## config.mk

```make
export PLATFORM = sky130hd
export DESIGN_NAME = ptmc_norm
export DESIGN_NICKNAME = d
export VERILOG_FILES = /design/src/rtl/ptmc_pkg.sv /design/src/rtl/ptmc_norm.sv
export SDC_FILE = /design/constraint.sdc
export NUM_CORES = 1
export LEC_CHECK = 0
export BUFFER_PORTS_ARGS = -buffer_cell sky130_fd_sc_hd__clkbuf_2
export CAP_MARGIN = 20
export CORE_UTILIZATION = 49
export CTS_CLUSTER_DIAMETER = 80
export DETAILED_ROUTE_END_ITERATION = 12
export GPL_ROUTABILITY_DRIVEN = 0
export PLACE_DENSITY = 0.65
export SYNTH_ARGS = -nofsm -noshare
export SYNTH_HDL_FRONTEND = slang
export SYNTH_SLANG_ARGS = --single-unit
```

## constraint.sdc

```tcl
create_clock -name clk -period 32.5 [get_ports clk]
set_input_delay 0 -clock clk [delete_from_list [all_inputs] [get_ports clk]]
set_output_delay 0 -clock clk [all_outputs]
set_load 0.03 [all_outputs]
```

## src/rtl/ptmc_pkg.sv

```systemverilog
package ptmc_pkg;

  localparam int PIXEL_BITS     = 16;
  localparam int NORM_FRAC_BITS = 12;

  localparam int PIX_W     = 16;
  localparam int CH_W      = 8;
  localparam int CFG_W     = 18;
  localparam int CFG_IDX_W = 3;
  localparam int GAMMA_W   = 12;
  localparam int CMAP_W    = 2;

  localparam int NUM_W = CFG_W + 1;
  localparam int DEN_W = CFG_W;
  localparam int T_W   = NORM_FRAC_BITS + 1;

  localparam logic [T_W-1:0] ONE_T = {1'b1, {NORM_FRAC_BITS{1'b0}}};

  // log2 in fixed point: integer part from the leading one, 16 fraction bits
  localparam int LOG_FRAC_W = 16;
  localparam int LOG_INT_W  = $clog2(NORM_FRAC_BITS + 1);
  localparam int LOG_W      = LOG_INT_W + LOG_FRAC_W;
  localparam logic [LOG_W-1:0] LOG_TOP =
    {LOG_INT_W'(NORM_FRAC_BITS), {LOG_FRAC_W{1'b0}}};

  localparam int MANT_W   = 32;
  localparam int MANT_TOP = 30;

  localparam int GAMMA_SHIFT = 8;
  localparam int DT_W        = LOG_W + GAMMA_SHIFT;
  localparam logic [GAMMA_W-1:0] GAMMA_UNITY = GAMMA_W'(1 << GAMMA_SHIFT);

  localparam logic [CFG_IDX_W-1:0] CFG_WIN_LOW  = 3'd0;
  localparam logic [CFG_IDX_W-1:0] CFG_WIN_HIGH = 3'd1;
  localparam logic [CFG_IDX_W-1:0] CFG_GAMMA    = 3'd2;
  localparam logic [CFG_IDX_W-1:0] CFG_INVERT   = 3'd3;
  localparam logic [CFG_IDX_W-1:0] CFG_CMAP     = 3'd4;

  localparam logic [CMAP_W-1:0] CMAP_GRAY  = 2'd0;
  localparam logic [CMAP_W-1:0] CMAP_JET   = 2'd1;
  localparam logic [CMAP_W-1:0] CMAP_HOT   = 2'd2;
  localparam logic [CMAP_W-1:0] CMAP_SPARE = 2'd3;

  localparam logic [CFG_W-1:0]   WIN_LOW_RST  = 18'd0;
  localparam logic [CFG_W-1:0]   WIN_HIGH_RST = 18'd65535;

  typedef struct packed {
    logic signed [NUM_W-1:0] lo;
    logic [DEN_W-1:0]        den;
    logic [GAMMA_W-1:0]      gamma;
    logic                    gamma_on;
    logic                    invert;
    logic [CMAP_W-1:0]       cmap;
  } ptmc_cfg_t;

  typedef struct packed {
    logic [CH_W-1:0] red;
    logic [CH_W-1:0] green;
    logic [CH_W-1:0] blue;
  } rgb_t;

  // one slot of the gamma pipeline; each phase uses part of it
  typedef struct packed {
    logic                  v;
    logic [T_W-1:0]        t;
    logic [T_W-1:0]        x;
    logic                  cand_ok;
    logic [LOG_INT_W-1:0]  e;
    logic [MANT_W-1:0]     m;
    logic [LOG_FRAC_W-1:0] frac;
    logic [DT_W-1:0]       w;
    logic [GAMMA_W-1:0]    rem;
    logic [T_W-1:0]        z;
  } gam_st_t;

  function automatic logic [LOG_INT_W-1:0] lead_one(input logic [T_W-1:0] x);
    logic [LOG_INT_W-1:0] e;
    e = '0;
    for (int i = 0; i < T_W; i++) begin
      if (x[i]) begin
        e = LOG_INT_W'(i);
      end
    end
    return e;
  endfunction

  function automatic logic [MANT_W-1:0] log_seed(input logic [T_W-1:0] x,
                                                 input logic [LOG_INT_W-1:0] e);
    logic [MANT_W-1:0] xm;
    logic [5:0]        sh;
    xm = MANT_W'(x);
    sh = 6'(MANT_TOP) - 6'(e);
    return xm << sh;
  endfunction

  // one squaring step: {fraction bit, next mantissa}
  function automatic logic [MANT_W:0] log_square(input logic [MANT_W-1:0] m);
    logic [2*MANT_W-1:0] sq;
    logic [MANT_W-1:0]   m2;
    sq = (2*MANT_W)'(m) * (2*MANT_W)'(m);
    m2 = sq[MANT_TOP+MANT_W-1:MANT_TOP];
    if (m2[MANT_W-1]) begin
      return {1'b1, 1'b0, m2[MANT_W-1:1]};
    end
    return {1'b0, m2};
  endfunction

endpackage

```

## src/rtl/ptmc_norm.sv

```systemverilog
module ptmc_norm import ptmc_pkg::*; (
  input  logic             clk,
  input  logic             rst,
  input  logic             en,
  input  ptmc_cfg_t        cfg,
  input  logic             in_v,
  input  logic [PIX_W-1:0] in_pix,
  output logic             out_v,
  output logic [T_W-1:0]   out_t
);

  typedef struct packed {
    logic                    v;
    logic signed [NUM_W-1:0] num;
  } nrm_in_t;

  typedef struct packed {
    logic                      v;
    logic                      zero;
    logic                      full;
    logic [DEN_W-1:0]          rem;
    logic [NORM_FRAC_BITS-1:0] q;
  } nrm_div_t;

  nrm_in_t  s0, s0_next;
  nrm_div_t dv [0:NORM_FRAC_BITS];
  nrm_div_t dv0_next;

  logic [PIXEL_BITS-1:0] pix_m;

  always_comb begin
    pix_m = in_pix[PIXEL_BITS-1:0];
    s0_next.v   = in_v;
    s0_next.num = $signed({{(NUM_W-PIXEL_BITS){1'b0}}, pix_m}) - cfg.lo;
  end

  always_ff @(posedge clk) begin
    if (rst) begin
      s0.v <= 1'b0;
    end else if (en) begin
      s0 <= s0_next;
    end
  end

  // classify, then seed the long division (num < den inside the window)
  always_comb begin
    dv0_next.v    = s0.v;
    dv0_next.zero = s0.num[NUM_W-1] || (s0.num == '0);
    dv0_next.full = $signed(s0.num) >= $signed({1'b0, cfg.den});
    dv0_next.rem  = s0.num[DEN_W-1:0];
    dv0_next.q    = '0;
  end

  always_ff @(posedge clk) begin
    if (rst) begin
      dv[0].v <= 1'b0;
    end else if (en) begin
      dv[0] <= dv0_next;
    end
  end

  for (genvar k = 0; k < NORM_FRAC_BITS; k++) begin : g_div
    nrm_div_t       nx;
    logic [DEN_W:0] r2;
    logic           take;

    always_comb begin
      nx   = dv[k];
      r2   = {dv[k].rem, 1'b0};
      take = r2 >= {1'b0, cfg.den};
      nx.rem = take ? DEN_W'(r2 - {1'b0, cfg.den}) : r2[DEN_W-1:0];
      nx.q   = {dv[k].q[NORM_FRAC_BITS-2:0], take};
    end

    always_ff @(posedge clk) begin
      if (rst) begin
        dv[k+1].v <= 1'b0;
      end else if (en) begin
        dv[k+1] <= nx;
      end
    end
  end

  assign out_v = dv[NORM_FRAC_BITS].v;
  assign out_t = dv[NORM_FRAC_BITS].zero ? '0 :
                 dv[NORM_FRAC_BITS].full ? ONE_T :
                 {1'b0, dv[NORM_FRAC_BITS].q};

endmodule

```

==> impl_metrics.env, run 1 <==
export IMPL_gr_total_overflow=0
export IMPL_regArea_mm2=0.01059
export IMPL_hold_path_class="in -> reg"
export IMPL_via_per_inst=5.932
export IMPL_ys_ff_latch=353
export IMPL_final_min_clock_period_ns=4.077
export IMPL_powerDensity_mw_per_mm2=57.48
export IMPL_post_synth_cell_area_avg_um2=11.01
export IMPL_antenna_cells=0
export IMPL_crit_buf_inv=3
export IMPL_die_y_um=223.5
export IMPL_dieArea_mm2=0.04995
export IMPL_pin_count=87
export IMPL_grt_pass1_vias=17170
export IMPL_setup_viol_count_final=0
export IMPL_multi_input_area_mm2=0.01294
export IMPL_detail_route_antenna_nets=0
export IMPL_dpl_cell_area_mm2=0.02524
export IMPL_ys_seq_area_share_pct=44.05
export IMPL_rsz0062_at_grt="false"
export IMPL_r2r_start="dv[7][20]$_DFFE_PP_"
export IMPL_cpLargestDelayFamily="buffers and inverters"
export IMPL_yosysWarnings=0
export IMPL_fin_crit_sh_pct=12.54
export IMPL_run_status="completed"
export IMPL_worstPathCellList="clkbuf_2 -> clkinv_1 -> buf_4 -> fa_1 -> a21o_1 -> a221oi_1 -> a21oi_1 -> a221oi_1 -> o21ai_0 -> a21oi_1 -> xnor2_1 -> mux2_2"
export IMPL_ys_types=86
export IMPL_cap_violations=0
export IMPL_synth_area_mm2=0.02404
export IMPL_io_buffers=70
export IMPL_syn_nets=2518
export IMPL_fin_nets=2649
export IMPL_insertion_delay_ns=0.57
export IMPL_hp_start="in_pix[14]"
export IMPL_cts_tree="done"
export IMPL_setup_slack_ns=28.42
export IMPL_drive_gt1_share_pct=13.63
export IMPL_numCtsBuffers=42
export IMPL_postCtsSetupRepairBufs=0
export IMPL_vias=17570
export IMPL_worst_slew_pin_slew_ns=1.132
export IMPL_p_leak_uw=0.01077
export IMPL_post_route_cell_area_mm2=0.02706
export IMPL_grt_max_degree=203
export IMPL_routed_wl_um=56430
export IMPL_htreeDepth=2
export IMPL_drc=0
export IMPL_async_flop_share_pct=0
export IMPL_post_cts_resized=0
export IMPL_root_buffer="clkbuf_16"
export IMPL_fmaxAchievable_mhz=245.3
export IMPL_finClkSkew_ns=0.02077
export IMPL_drt_iter0_drc=1076
export IMPL_area_delta_synth_final_pct=12.55
export IMPL_grt_usage_pct=22.72
export IMPL_grt_pass1_wl_um=89240
export IMPL_antenna_found_initial=0
export IMPL_max_slew_margin_rel_pct=24.53
export IMPL_dp_cells=2862
export IMPL_slew_viol_final=0
export IMPL_firstDrtPassIters=6
export IMPL_path_class="in -> reg"
export IMPL_cts_sinks=353
export IMPL_holdBufCountCts=24
export IMPL_crit_path_start_kind="input port"
export IMPL_cp_data_arrival_time_ns=4.39
export IMPL_synthCells=2184
export IMPL_hpwl_um=38990
export IMPL_synth_edf_count=352
export IMPL_critPathCaptureType="flop"
export IMPL_die_x_um=223.5
export IMPL_final_core_util_pct=56.32
export IMPL_crit_slowest_cell="clkinv_1"
export IMPL_core_mm2=0.04805
export IMPL_cts_max_path_buffers=3
export IMPL_final_hold_violation_count=0
export IMPL_fill_cells=4024
export IMPL_peakVddDrop_mv=0.04455
export IMPL_finalSetupTns_ns=0
export IMPL_cp_startpoint="cfg[16]"
export IMPL_crit_required_ns=32.81
export IMPL_worstPathMaxFanout=21
export IMPL_synth_ff_type="edfxtp_1"
export IMPL_fin_cells=2962
export IMPL_cpPeakStageDelay_ns=0.71
export IMPL_start_util_pct=50.04
export IMPL_wl_per_cell_um=19.05
export IMPL_preCtsSetupSlack_ns=27.91
export IMPL_rows=80
export IMPL_cts_clk_slew_worst_paths_ns=0.06
worst reg2reg max path, cell delays in order, from the launching register on:
cell and delay, ns:
edfxtp_1 0.41, ha_1 0.42, nand2_1 0.10, o21ai_0 0.43
a21oi_1 0.08, nor3_1 0.23, o31ai_1 0.13, a31oi_1 0.21
nand2b_1 0.75, mux2_2 0.45
synthesized netlist by cell type, types with 9 or more instances:
library cell / instances / area (um2)
a31oi_1: 21 / 131.4
nand2b_1: 39 / 244.0
edfxtp_1: 352 / 10570
a21oi_1: 217 / 1086
o21ai_0: 98 / 490.5
nand2_1: 106 / 397.9
o31ai_1: 13 / 97.59
nor2b_1: 36 / 225.2
nor3_1: 30 / 150.1
o21bai_1: 23 / 172.7
fa_1: 12 / 240.2
a21o_1: 92 / 690.7
and2_1: 36 / 225.2
mux2_2: 108 / 1216
nand3_1: 42 / 210.2
o211ai_1: 15 / 112.6
nor2_1: 147 / 551.8
nand4_1: 25 / 156.4
ha_1: 249 / 3115
xor2_1: 48 / 420.4
nor4_1: 12 / 75.07
a211oi_1: 14 / 105.1
xnor2_1: 115 / 1007
o21a_1: 32 / 240.2
and3_1: 13 / 81.33
clkbuf_1: 25 / 93.84
inv_1: 93 / 349.1
nand4b_1: 9 / 78.83
worst paths after layout:
check                           end  slack, ns  cells after the start
max reg2reg     dv[8][27]$_DFFE_PP_      29.04                      9
min reg2reg      dv[9][5]$_DFFE_PP_       0.41                      0
max             dv[9][28]$_DFFE_PP_      28.42                     12
min          dv0_next[26]$_DFFE_PP_       0.03                      3
where the power goes:
part / switching (uW) / internal (uW) / total, uW
logic: 236 / 194 / 430
registers: 22.1 / 564 / 586
clock network: 192 / 346 / 539
routing by layer:
layer | GRT usage [%] | vias to the layer above | wire, um | part of all wire (%)
li1 | - | 8584 | - | -
met1 | 27.20 | 8454 | 23670 | 42
met2 | 40.35 | 399 | 28080 | 50
met3 | 3.477 | 133 | 2507 | 4.4
met4 | 9.832 | 0 | 2179 | 3.9
met5 | 0 | - | 0 | 0
flip-flops by register name (all words and copies together) (netlist names):
signal	cells
s0	1
dv0_next	19
dv	333
area by class of cell:
cell class	count	share of cell area, %
multi-input combinational	1701	47.83
sequential	353	39.14
clock buffer	47	4.032
timing repair buffer	123	3.033
tap	615	2.844
clock inverter	29	1.822
inverter	94	1.304
cells by family (layout without fill, tap and decap cells):
family,Yosys count,count (layout),share of synthesized area [%]
AND/OR/NAND/NOR,532,532,11.18
XOR/XNOR,163,163,5.938
AO/OA/AOI/OAI,623,623,16.89
adder cells (fa/ha/maj),261,261,13.96
multiplexers,122,122,5.818
buffers and inverters,130,293,2.165
flip-flops,353,353,44.05
through the flow:
step | power (uW) | hold WS [ns]
after CTS | 1569 | 0.0008235
after floorplan | 925.6 | 0.07238
after global routing | 1636 | 0.04520
after detailed placement | 1018 | 0.2380
final | 1555 | 0.02981
after global placement | 1007 | 0.2279
cell usage in the layout, fill, tap and decap left out, drive strengths merged, types with 92 or more instances in the layout:
cell type,instances
edfxtp,352
mux2,118
a21oi,218
ha,249
nand2,107
a21o,92
o21ai,105
nor2,147
clkbuf,117
inv,97
xnor2,115
Power figures use the tool's default switching activity.
==> run 2: changes to the inputs <==
- clock period: 32.5 -> 3.8 ns (I/O delays scaled with it)
==> run 2 against run 1 <==
Net effect:
- clock skew shrank 0.00084 ns
- register-to-register slack lost 29 ns
- sequential power grew to 8.6 times the previous value
- combinational power grew to 8.7 times the previous value
- largest power group unchanged
- total power grew to 8.3 times the previous value
- cell area grew 0.66%
- worst setup slack lost 28 ns
- routed wire length grew 3.1%
- critical path depth shrank 3
==> impl_metrics.env, run 2 (same netlist as run 1, synthesis figures left out) <==
export IMPL_setup_viol_count_final=0
export IMPL_start_util_pct=50.04
export IMPL_rsz0062_at_grt="false"
export IMPL_run_status="completed"
export IMPL_max_slew_margin_rel_pct=28.57
export IMPL_dieArea_mm2=0.04995
export IMPL_fin_cells=2996
export IMPL_powerDensity_mw_per_mm2=475.6
export IMPL_grt_pass1_wl_um=92230
export IMPL_final_min_clock_period_ns=3.267
export IMPL_pin_count=87
export IMPL_grt_use_met1_pct=27.93
export IMPL_drive_gt1_share_pct=14.32
export IMPL_cp_data_arrival_time_ns=3.59
export IMPL_cap_violations=0
export IMPL_die_x_um=223.5
export IMPL_core_mm2=0.04805
export IMPL_finalSetupTns_ns=0
export IMPL_dp_cells=2888
export IMPL_hold_path_class="in -> reg"
export IMPL_drt_iter0_drc=1059
export IMPL_peakVddDrop_mv=0.3333
export IMPL_die_y_um=223.5
export IMPL_drc=0
export IMPL_gr_total_overflow=0
export IMPL_fill_cells=4059
export IMPL_wl_per_cell_um=19.41
export IMPL_antenna_found_initial=0
export IMPL_p_leak_uw=0.01089
export IMPL_multi_input_area_mm2=0.01294
export IMPL_largest_register="dv"
export IMPL_final_core_util_pct=56.69
export IMPL_htreeDepth=2
export IMPL_worst_hold_slack_ns=0.01784
export IMPL_firstDrtPassIters=5
export IMPL_fin_nets=2682
export IMPL_largest_reg_flops=333
export IMPL_numCtsBuffers=42
export IMPL_insertion_delay_ns=0.57
export IMPL_area_delta_synth_final_pct=13.29
export IMPL_rows=80
export IMPL_use_met2_pct=40.79
export IMPL_hpwl_um=42840
export IMPL_via_per_inst=5.960
export IMPL_critPathCaptureType="flop"
export IMPL_grtUsageMet3_pct=3.991
export IMPL_root_buffer="clkbuf_16"
export IMPL_layout_commonest_cell="edfxtp_1"
export IMPL_worst_slew_pin_slew_ns=1.069
export IMPL_regArea_mm2=0.01059
export IMPL_gr_max_usage_layer="met2"
export IMPL_fmaxAchievable_mhz=306.1
export IMPL_slew_viol_final=0
export IMPL_post_cts_resized=0
export IMPL_crit_path_start_kind="flop"
export IMPL_cts_sinks=353
export IMPL_worstPathMaxFanout=19
export IMPL_cts_clk_slew_worst_paths_ns=0.06
export IMPL_grt_pass1_vias=17860
export IMPL_grt_max_degree=73
export IMPL_detail_route_antenna_nets=0
export IMPL_final_hold_violation_count=0
export IMPL_routed_wl_um=58160
export IMPL_fin_crit_sh_pct=85.97
export IMPL_crit_required_ns=4.12
export IMPL_finClkSkew_ns=0.01994
export IMPL_grt_usage_pct=23.46
export IMPL_layout_common_cells="edfxtp_1 (352), ha_1 (249), a21oi_1 (217), nor2_1 (147), xnor2_1 (115)"
export IMPL_cts_tree="done"
export IMPL_path_class="reg -> reg"
export IMPL_vias=17860
export IMPL_cts_max_path_buffers=3
export IMPL_antenna_cells=0
export IMPL_io_buffers=70
[run 2: layer usage]
metal	routed length (um)	vias up	share of wire, %
li1	-	8644	-
met1	24290	8576	42
met2	28220	469	49
met3	2674	167	4.6
met4	2968	0	5.1
met5	0	-	0
[run 2: report_power, final]
| group | internal (uW) | switching, uW | total, uW |
|---|---|---|---|
| combinational | 1710 | 2030 | 3740 |
| sequential | 4820 | 197 | 5020 |
| clock | 2560 | 1630 | 4190 |
| total | 9100 | 3860 | 13000 |
[run 2: final cells by class]
type / count / share of cell area [%]
Tap cell: 615 / 2.825
Multi-Input combinational cell: 1701 / 47.52
Clock buffer: 53 / 4.245
Clock inverter: 24 / 1.015
Inverter: 94 / 1.300
Timing Repair Buffer: 156 / 4.217
Sequential cell: 353 / 38.88
[run 2: worst paths after layout]
kind,startpoint,cells past startpoint,slack [ns],to
setup reg to reg,dv[0][17]$_DFFE_PP_,9,0.53,dv[1][29]$_DFFE_PP_
hold reg to reg,dv[5][30]$_DFFE_PP_,0,0.41,dv[6][30]$_DFFE_PP_
setup / recovery,dv[0][17]$_DFFE_PP_,9,0.53,dv[1][29]$_DFFE_PP_
hold / removal,cfg[46],4,0.02,dv0_next[24]$_DFFE_PP_
[run 2: what timing repair did]
| action | in CTS | in global routing |
|---|---|---|
| endpoints found under the setup margin | 0 | 0 |
| buffers inserted | 0 | 0 |
| hold buffers | 31 | 0 |
| endpoints found under the hold margin | 42 | 0 |
[run 2: through the flow]
step	setup slack, ns	power, uW	instance area [um2]
after detailed placement	0.3051	8760	25490
after floorplan	0.4032	7864	24050
after global placement	0.3544	8658	25490
after CTS	0.5325	13040	27240
after global routing	0.3104	13630	27240
final	0.5331	12950	27240
[run 2: worst max-delay path, cell delays in order (launching register included)]
cell and delay, ns:
edfxtp_1 0.41, ha_1 0.38, a2111o_1 0.49, o211ai_2 0.19, o21ai_1 0.12, a221oi_2 0.37, a21oi_1 0.17, nor4_4 0.16
buf_4 0.33, mux2_2 0.38
